**src/rtl/dfi_pkg.sv**
```systemverilog
package dfi_pkg;

   localparam int ORDER = 2;

   localparam int SMP_W     = 16;
   localparam int COEF_W    = 24;
   localparam int PROD_W    = SMP_W + COEF_W;
   localparam int ACC_W     = 48;
   localparam int FRAC_BITS = 20;
   localparam int RND_W     = ACC_W - FRAC_BITS;

   localparam int NUM_B   = 3;
   localparam int NUM_A   = 2;
   localparam int B_IDX_W = 2;
   localparam int A_IDX_W = 1;

   localparam int HIST_DEPTH = 2 * ORDER;
   localparam int HIST_AW    = (HIST_DEPTH > 1) ? $clog2(HIST_DEPTH) : 1;

   localparam int STEP_LAST = 2 * ORDER + 2;
   localparam int STEP_W    = $clog2(STEP_LAST + 1);

   localparam int CSR_AW = 3;
   localparam int CSR_DW = COEF_W;

   localparam logic [CSR_AW-1:0] REG_FIR_MODE = 3'd0;
   localparam logic [CSR_AW-1:0] REG_B0_COEF  = 3'd1;
   localparam logic [CSR_AW-1:0] REG_B1_COEF  = 3'd2;
   localparam logic [CSR_AW-1:0] REG_B2_COEF  = 3'd3;
   localparam logic [CSR_AW-1:0] REG_A1_COEF  = 3'd4;
   localparam logic [CSR_AW-1:0] REG_A2_COEF  = 3'd5;

   localparam logic OP_FILTER = 1'b0;
   localparam logic OP_CLEAR  = 1'b1;

   localparam logic signed [COEF_W-1:0] B0_RESET = 24'sd1048576;

   typedef struct packed {
      logic                    en;
      logic [HIST_AW-1:0]      addr;
      logic signed [SMP_W-1:0] data;
   } hist_wr_type;

   typedef struct packed {
      logic acc_clear;
      logic mul_en;
      logic neg;
      logic zero;
      logic acc_en;
   } mac_ctrl_type;

endpackage

```
**src/rtl/dfi_hist_mem.sv**
```systemverilog
module dfi_hist_mem (
   input  logic                             clock,
   input  logic                             reset,
   input  logic                             clear,
   input  logic [dfi_pkg::HIST_AW-1:0]      rd_addr,
   input  dfi_pkg::hist_wr_type             wr,
   output logic signed [dfi_pkg::SMP_W-1:0] rd_data
);

   logic signed [dfi_pkg::SMP_W-1:0] mem [0:dfi_pkg::HIST_DEPTH-1];
   logic [dfi_pkg::HIST_DEPTH-1:0]   vld_ff;
   logic [dfi_pkg::HIST_DEPTH-1:0]   vld_in;
   logic signed [dfi_pkg::SMP_W-1:0] rd_raw_ff;
   logic                             rd_vld_ff;

   always_comb begin
      vld_in = vld_ff;
      if (clear) begin
         vld_in = '0;
      end else if (wr.en) begin
         vld_in[wr.addr] = 1'b1;
      end
   end

   always_ff @(posedge clock) begin
      if (reset) begin
         vld_ff    <= '0;
         rd_vld_ff <= 1'b0;
      end else begin
         vld_ff    <= vld_in;
         rd_vld_ff <= vld_ff[rd_addr];
      end
   end

   always_ff @(posedge clock) begin
      if (wr.en) begin
         mem[wr.addr] <= wr.data;
      end
      rd_raw_ff <= mem[rd_addr];
   end

   assign rd_data = rd_vld_ff ? rd_raw_ff : '0;

endmodule

```
**src/rtl/dfi_mac.sv**
```systemverilog
module dfi_mac (
   input  logic                              clock,
   input  dfi_pkg::mac_ctrl_type             ctrl,
   input  logic signed [dfi_pkg::COEF_W-1:0] coef,
   input  logic signed [dfi_pkg::SMP_W-1:0]  opnd,
   output logic signed [dfi_pkg::SMP_W-1:0]  y,
   output logic                              sat
);

   logic signed [dfi_pkg::PROD_W-1:0] prod_ff;
   logic signed [dfi_pkg::PROD_W-1:0] prod_in;
   logic                              neg_ff;
   logic                              zero_ff;
   logic signed [dfi_pkg::ACC_W-1:0]  acc_ff;
   logic signed [dfi_pkg::ACC_W-1:0]  acc_in;
   logic signed [dfi_pkg::ACC_W-1:0]  term;
   logic signed [dfi_pkg::ACC_W-1:0]  biased;
   logic signed [dfi_pkg::RND_W-1:0]  rnd;
   logic [dfi_pkg::RND_W-dfi_pkg::SMP_W:0] top_bits;

   assign prod_in = dfi_pkg::PROD_W'(coef) * dfi_pkg::PROD_W'(opnd);

   always_comb begin
      term = dfi_pkg::ACC_W'(prod_ff);
      if (zero_ff) begin
         term = '0;
      end else if (neg_ff) begin
         term = -dfi_pkg::ACC_W'(prod_ff);
      end
      acc_in = acc_ff;
      if (ctrl.acc_clear) begin
         acc_in = '0;
      end else if (ctrl.acc_en) begin
         acc_in = acc_ff + term;
      end
   end

   always_ff @(posedge clock) begin
      if (ctrl.mul_en) begin
         prod_ff <= prod_in;
         neg_ff  <= ctrl.neg;
         zero_ff <= ctrl.zero;
      end
      acc_ff <= acc_in;
   end

   // Adding half an LSB and taking the upper bits rounds to nearest, with ties toward positive infinity.
   assign biased   = acc_ff + (dfi_pkg::ACC_W'(1) <<< (dfi_pkg::FRAC_BITS - 1));
   assign rnd      = biased[dfi_pkg::ACC_W-1:dfi_pkg::FRAC_BITS];
   assign top_bits = rnd[dfi_pkg::RND_W-1:dfi_pkg::SMP_W-1];
   assign sat      = (top_bits != '0) && (top_bits != '1);

   always_comb begin
      y = rnd[dfi_pkg::SMP_W-1:0];
      if (sat) begin
         y = rnd[dfi_pkg::RND_W-1] ? {1'b1, {(dfi_pkg::SMP_W-1){1'b0}}}
                                   : {1'b0, {(dfi_pkg::SMP_W-1){1'b1}}};
      end
   end

endmodule

```
**src/rtl/iir_fir_direct_form_filter_core.sv**
```systemverilog
// Direct form I biquad filter with Q3.20 coefficients and Q0.15 samples. A new
// sample is accepted only after the previous filter transfer has finished,
// since one shared multiply-accumulate unit visits every tap in turn
// while the input and output histories are read from and shifted within a single
// one-port-read history memory. A clear transfer gives no result. Each result is
// rounded, saturated and flagged in rsp_tuser, and the next sample is taken while
// a finished result still waits in the output register.
module iir_fir_direct_form_filter_core (
   input  logic                               clock,
   input  logic                               reset,
   input  logic                               req_tvalid,
   output logic                               req_tready,
   input  logic [dfi_pkg::SMP_W-1:0]          req_tdata,  // [15:0] sample
   input  logic                               req_tuser,  // [0] op
   output logic                               rsp_tvalid,
   input  logic                               rsp_tready,
   output logic [dfi_pkg::SMP_W-1:0]          rsp_tdata,  // [15:0] filtered
   output logic                               rsp_tuser,  // [0] saturated
   input  logic                               csr_we,
   input  logic [dfi_pkg::CSR_AW-1:0]         csr_addr,
   input  logic [dfi_pkg::CSR_DW-1:0]         csr_wdata
);

   logic                              fir_mode_ff;
   logic signed [dfi_pkg::COEF_W-1:0] b_ff [0:dfi_pkg::NUM_B-1];
   logic signed [dfi_pkg::COEF_W-1:0] a_ff [0:dfi_pkg::NUM_A-1];

   logic                              busy_ff;
   logic                              busy_in;
   logic [dfi_pkg::STEP_W-1:0]        step_ff;
   logic [dfi_pkg::STEP_W-1:0]        step_in;
   logic signed [dfi_pkg::SMP_W-1:0]  x_ff;
   logic                              rsp_valid_ff;
   logic                              rsp_valid_in;
   logic [dfi_pkg::SMP_W-1:0]         rsp_data_ff;
   logic                              rsp_sat_ff;

   logic                              accept;
   logic                              hist_clear;
   logic                              finish;
   logic                              fb_tap;
   logic [dfi_pkg::STEP_W-1:0]        a_full;
   logic signed [dfi_pkg::COEF_W-1:0] coef;
   logic signed [dfi_pkg::SMP_W-1:0]  opnd;
   logic signed [dfi_pkg::SMP_W-1:0]  hist_rd;
   logic signed [dfi_pkg::SMP_W-1:0]  y;
   logic                              sat;
   dfi_pkg::hist_wr_type              hist_wr;
   dfi_pkg::mac_ctrl_type             mac_ctrl;

   always_ff @(posedge clock) begin
      if (reset) begin
         fir_mode_ff <= 1'b0;
         b_ff[0]     <= dfi_pkg::B0_RESET;
         b_ff[1]     <= '0;
         b_ff[2]     <= '0;
         a_ff[0]     <= '0;
         a_ff[1]     <= '0;
      end else if (csr_we) begin
         unique case (csr_addr)
            dfi_pkg::REG_FIR_MODE: fir_mode_ff <= csr_wdata[0];
            dfi_pkg::REG_B0_COEF:  b_ff[0]     <= csr_wdata;
            dfi_pkg::REG_B1_COEF:  b_ff[1]     <= csr_wdata;
            dfi_pkg::REG_B2_COEF:  b_ff[2]     <= csr_wdata;
            dfi_pkg::REG_A1_COEF:  a_ff[0]     <= csr_wdata;
            dfi_pkg::REG_A2_COEF:  a_ff[1]     <= csr_wdata;
            default: begin
            end
         endcase
      end
   end

   assign req_tready = !busy_ff;
   assign accept     = req_tvalid && req_tready;
   assign hist_clear = accept && (req_tuser == dfi_pkg::OP_CLEAR);
   assign finish     = busy_ff && (step_ff == dfi_pkg::STEP_W'(dfi_pkg::STEP_LAST))
                       && (!rsp_valid_ff || rsp_tready);

   always_comb begin
      busy_in = busy_ff;
      step_in = step_ff;
      if (accept && (req_tuser == dfi_pkg::OP_FILTER)) begin
         busy_in = 1'b1;
         step_in = '0;
      end else if (finish) begin
         busy_in = 1'b0;
      end else if (busy_ff && (step_ff != dfi_pkg::STEP_W'(dfi_pkg::STEP_LAST))) begin
         step_in = step_ff + 1'b1;
      end
      rsp_valid_in = rsp_valid_ff;
      if (finish) begin
         rsp_valid_in = 1'b1;
      end else if (rsp_tready) begin
         rsp_valid_in = 1'b0;
      end
   end

   always_ff @(posedge clock) begin
      if (reset) begin
         busy_ff      <= 1'b0;
         step_ff      <= '0;
         rsp_valid_ff <= 1'b0;
      end else begin
         busy_ff      <= busy_in;
         step_ff      <= step_in;
         rsp_valid_ff <= rsp_valid_in;
      end
   end

   always_ff @(posedge clock) begin
      if (accept) begin
         x_ff <= req_tdata;
      end
      if (finish) begin
         rsp_data_ff <= y;
         rsp_sat_ff  <= sat;
      end
   end

   assign fb_tap = step_ff > dfi_pkg::STEP_W'(dfi_pkg::ORDER);
   assign a_full = step_ff - dfi_pkg::STEP_W'(dfi_pkg::ORDER + 1);

   always_comb begin
      coef = fb_tap ? a_ff[a_full[dfi_pkg::A_IDX_W-1:0]]
                    : b_ff[step_ff[dfi_pkg::B_IDX_W-1:0]];
      opnd = (step_ff == '0) ? x_ff : hist_rd;

      mac_ctrl.acc_clear = busy_ff && (step_ff == '0);
      mac_ctrl.mul_en    = busy_ff && (step_ff <= dfi_pkg::STEP_W'(2 * dfi_pkg::ORDER));
      mac_ctrl.neg       = fb_tap;
      mac_ctrl.zero      = fb_tap && fir_mode_ff;
      mac_ctrl.acc_en    = busy_ff && (step_ff != '0)
                           && (step_ff <= dfi_pkg::STEP_W'(2 * dfi_pkg::ORDER + 1));

      hist_wr.en   = 1'b0;
      hist_wr.addr = step_ff[dfi_pkg::HIST_AW-1:0];
      hist_wr.data = hist_rd;
      if (busy_ff && (step_ff == '0)) begin
         hist_wr.en   = 1'b1;
         hist_wr.addr = '0;
         hist_wr.data = x_ff;
      end else if (busy_ff && (step_ff != '0)
                   && (step_ff < dfi_pkg::STEP_W'(dfi_pkg::HIST_DEPTH))
                   && (step_ff != dfi_pkg::STEP_W'(dfi_pkg::ORDER))) begin
         hist_wr.en = 1'b1;
      end else if (finish) begin
         hist_wr.en   = 1'b1;
         hist_wr.addr = dfi_pkg::HIST_AW'(dfi_pkg::ORDER);
         hist_wr.data = y;
      end
   end

   dfi_hist_mem u_hist (
      .clock   (clock),
      .reset   (reset),
      .clear   (hist_clear),
      .rd_addr (step_ff[dfi_pkg::HIST_AW-1:0]),
      .wr      (hist_wr),
      .rd_data (hist_rd)
   );

   dfi_mac u_mac (
      .clock (clock),
      .ctrl  (mac_ctrl),
      .coef  (coef),
      .opnd  (opnd),
      .y     (y),
      .sat   (sat)
   );

   assign rsp_tvalid = rsp_valid_ff;
   assign rsp_tdata  = rsp_data_ff;
   assign rsp_tuser  = rsp_sat_ff;

   assert property (@(posedge clock) disable iff (reset)
      busy_ff |-> (step_ff <= dfi_pkg::STEP_W'(dfi_pkg::STEP_LAST)))
      else $error("sequencer step out of range");

   assert property (@(posedge clock) disable iff (reset)
      !(hist_clear && hist_wr.en))
      else $error("history clear overlaps a history write");

   assert property (@(posedge clock) disable iff (reset)
      (accept && (req_tuser == dfi_pkg::OP_FILTER)) |=> (busy_ff && (step_ff == '0)))
      else $error("accepted sample did not start the sequencer");

   assert property (@(posedge clock) disable iff (reset)
      $rose(rsp_tvalid) |-> $past(busy_ff && (step_ff == dfi_pkg::STEP_W'(dfi_pkg::STEP_LAST))))
      else $error("result appeared without a finished sample");

endmodule

```
**config.mk**
```make
export PLATFORM = sky130hd
export DESIGN_NAME = iir_fir_direct_form_filter_core
export DESIGN_NICKNAME = d
export VERILOG_FILES = /design/src/rtl/dfi_pkg.sv /design/src/rtl/dfi_hist_mem.sv /design/src/rtl/dfi_mac.sv /design/src/rtl/iir_fir_direct_form_filter_core.sv
export SDC_FILE = /design/constraint.sdc
export NUM_CORES = 2
export LEC_CHECK = 0
export ABC_CLOCK_PERIOD_IN_PS = 15900
export BUFFER_PORTS_ARGS = -buffer_cell sky130_fd_sc_hd__buf_2
export CAP_MARGIN = 20
export CORE_ASPECT_RATIO = 0.75
export CORE_UTILIZATION = 50
export CTS_CLUSTER_SIZE = 16
export DETAILED_ROUTE_END_ITERATION = 12
export PLACE_DENSITY = 0.69
export SKIP_CTS_REPAIR_TIMING = 1
export SLEW_MARGIN = 20
export SYNTH_ARGS = -nofsm -noshare
export SYNTH_HDL_FRONTEND = slang
export SYNTH_SLANG_ARGS = --single-unit
```
**constraint.sdc**
```tcl
create_clock -name clock -period 15.9 [get_ports clock]
set_clock_uncertainty 0.2 [all_clocks]
set_input_delay 3.18 -clock clock [delete_from_list [all_inputs] [get_ports clock]]
set_output_delay 3.18 -clock clock [all_outputs]
set_load 0.01 [all_outputs]
```
==> results.ini <==
[run_status]
status = finished, violations left
violations = design-rule violations

[synth]
synth-main-ff-cell = edfxtp_1
synthDistinctLibCells = 72
netlist_instances = 3103
ys_ff_latch = 336
synth-edff-count = 259
syn_area_mm2 = 0.03059
synth_area_per_cell_um2 = 9.858
synthArstFlopShare_pct = 0
syn_nets = 3677
yosysSeqAreaShare_pct = 30.46
yosysWarnings = 0

[sta]
tightest_slew_ps = 1136
finalCriticalPeriod_ps = 10480
rsz0062_at_grt = false
final_max_slew_viol_count = 0
relSlewSlack_pct = 24.26
max_clock_freq_ghz = 0.09540
timing.final.crit_share_pct = 65.93
setup_viol = 0
setup_tns_ps = 0
hold_viol = 0

[detailed_routing]
drt_iter0_markers = 2007
via_per_inst = 5.678
route.detailed.drc = 16
drt_pass1_iterations = 9
wire_per_inst_um = 19.92
vias = 22520
wl_um = 78990
ant_nets = 0

[die]
chipWidth_um = 287.6
core_mm2 = 0.06051
row_count = 78
die_y_um = 216.2
pin_count = 68
die-area_mm2 = 0.06218
initial_utilization_pct = 50.55

[place]
port_buffers = 67
globalplace.congestion = 0.9229
post-dp-hpwl_um = 60770

[worst_hold_path]
hold_path_end = u_mac.acc_ff[8]
hp-class = reg -> reg
hold_depth = 2
hp-start = u_mac.acc_ff[8]

[final_layout]
area_delta_synth_final_pct = 8.606
layout-drive-gt1-share_pct = 7.960
nets = 3711
antenna-diode-count = 0
layout_commonest_cell = inv_1
final_cell_mix = 462 x inv_1, 393 x nand2_1, 375 x fa_1

[critical_path]
cp-start-kind = register
crit_type = reg -> reg
r2r-start = step_ff[0]
worst-path-buf-inv = 10
cpMaxStageDelayCell = mux2i_1
r2r_cells = 31
cpLargestDelayFamily = adder cells
rrSetupSlack_ps = 5420
crit_top_cell = inv_1
cpPeakStageDelay_ps = 910
worstSetupEndpointType = register
crit_fanout = 46
cp.required_ps = 15970
cp.arrival_ps = 10550
r2r-end = u_mac.prod_ff[36]

[global_route]
grt_busiest_layer = met2
grt_pass1_vias = 23210
grt.total_usage_pct = 26.19
grtUsageMet3_pct = 5.526
grt_start_max_net_pins = 58
grt_pass1_wl_um = 126900
use_met2_pct = 40.81
antenna_found_initial = 0
grt_overflow = 0
globalRouteMet1Util_pct = 37.57

[clock_tree]
clock_sinks = 336
clk_pin_slew_worst_paths_ps = 60
insertion_delay_ps = 600
clockBufferDepth = 3
cts_made_buffers = 37
cts_tree = yes
htreeDepth = 2
cts_root_buf = clkbuf_16

[run]
maxCapViolations = 0

==> how the worst max path moves through the flow <==
| stage | from | to | slack, ps | cells after the start |
|---|---|---|---|---|
| 2_1_floorplan | step_ff[0] | u_mac.prod_ff[36] | 6670 | 31 |
| 3_3_place_gp | step_ff[0] | u_mac.prod_ff[36] | 5880 | 29 |
| 3_5_place_dp | step_ff[0] | u_mac.prod_ff[36] | 5580 | 31 |
| 4_1_cts | step_ff[0] | u_mac.prod_ff[36] | 5440 | 31 |
| 5_1_grt | step_ff[0] | u_mac.prod_ff[36] | 4730 | 31 |
| 6_report | step_ff[0] | u_mac.prod_ff[36] | 5420 | 31 |
==> Yosys cell counts, types with 13 or more instances <==
library cell	n	area, um^2
nand4_1	13	81.33
o31ai_1	22	165.2
buf_1	16	60.06
a31oi_1	15	93.84
nand3_1	32	160.2
o21ai_0	83	415.4
nor2b_1	22	137.6
ha_1	150	1877
clkbuf_1	102	382.9
nor2_1	289	1085
mux4_2	17	382.9
fa_1	375	7507
or3_1	14	87.58
xor2_1	69	604.3
o21a_1	24	180.2
edfxtp_1	259	7777
o21ai_1	25	125.1
dfxtp_1	77	1541
a21o_1	59	442.9
a311oi_1	19	166.4
nand2_1	393	1475
xnor2_1	69	604.3
mux2i_1	69	690.7
inv_1	462	1734
and2_1	81	506.7
nand2b_1	20	125.1
a21oi_1	135	675.7
nor3_1	29	145.1
mux2_2	15	168.9
==> layout make-up <==
class                           instances  area, um^2
Multi-Input combinational cell       2184       19140
Clock inverter                         19       296.5
Sequential cell                       336        9320
Clock buffer                           49        1031
Inverter                              463        1738
Timing Repair Buffer                  115       695.7
Fill cell                            5275       27290
Tap cell                              800        1001
==> through the flow <==
step | hold WS, ps | util [%] | worst slack (ps) | cells | cell area [um^2]
floorplan | 235.4 | - | 6673 | 3103 | 30590
global placement | 240.4 | 52.71 | 5882 | 3898 | 31890
detailed placement | 248.9 | 52.71 | 5575 | 3898 | 31890
CTS | 259.4 | 54.90 | 5444 | 3966 | 33220
global route | 272.5 | 54.90 | 4733 | 3966 | 33220
finish | 258.2 | 54.90 | 5418 | 3966 | 33220
==> layer usage <==
layer	part of all wire, %	wire [um]	vias to the layer above
li1	-	-	10270
met1	44	35140	11300
met2	45	35490	837
met3	9.0	7094	112
met4	1.6	1263	0
met5	0	0	-
==> flip-flops by register name, indices dropped and copies added, names as in the netlist, 3 cells and up, named ones only <==
register and flops:
a_ff 48, rsp_tdata 16, b_ff 72, u_hist.vld_ff 4
u_hist.mem 64, x_ff 16, u_mac.prod_ff 40, step_ff 3
u_hist.rd_raw_ff 16, u_mac.acc_ff 48
==> cell families after synthesis <==
kind of cell | after synthesis | synth area share (%)
simple gates | 960 | 14.13
buf+inv | 583 | 7.162
fa+ha+maj | 525 | 30.68
compound gates | 460 | 9.551
flops | 336 | 30.46
xor+xnor | 138 | 3.951
mux | 101 | 4.062
==> tightest hold or removal path, delay by kind of cell, from the launching register on <==
kind	cells	cell delay, ps
compound gates	1	50
flops	1	310
simple gates	1	50
Power is left out: the tool's default activity adds up to more than one toggle a clock period on the data nets, which glitch-free logic cannot reach.
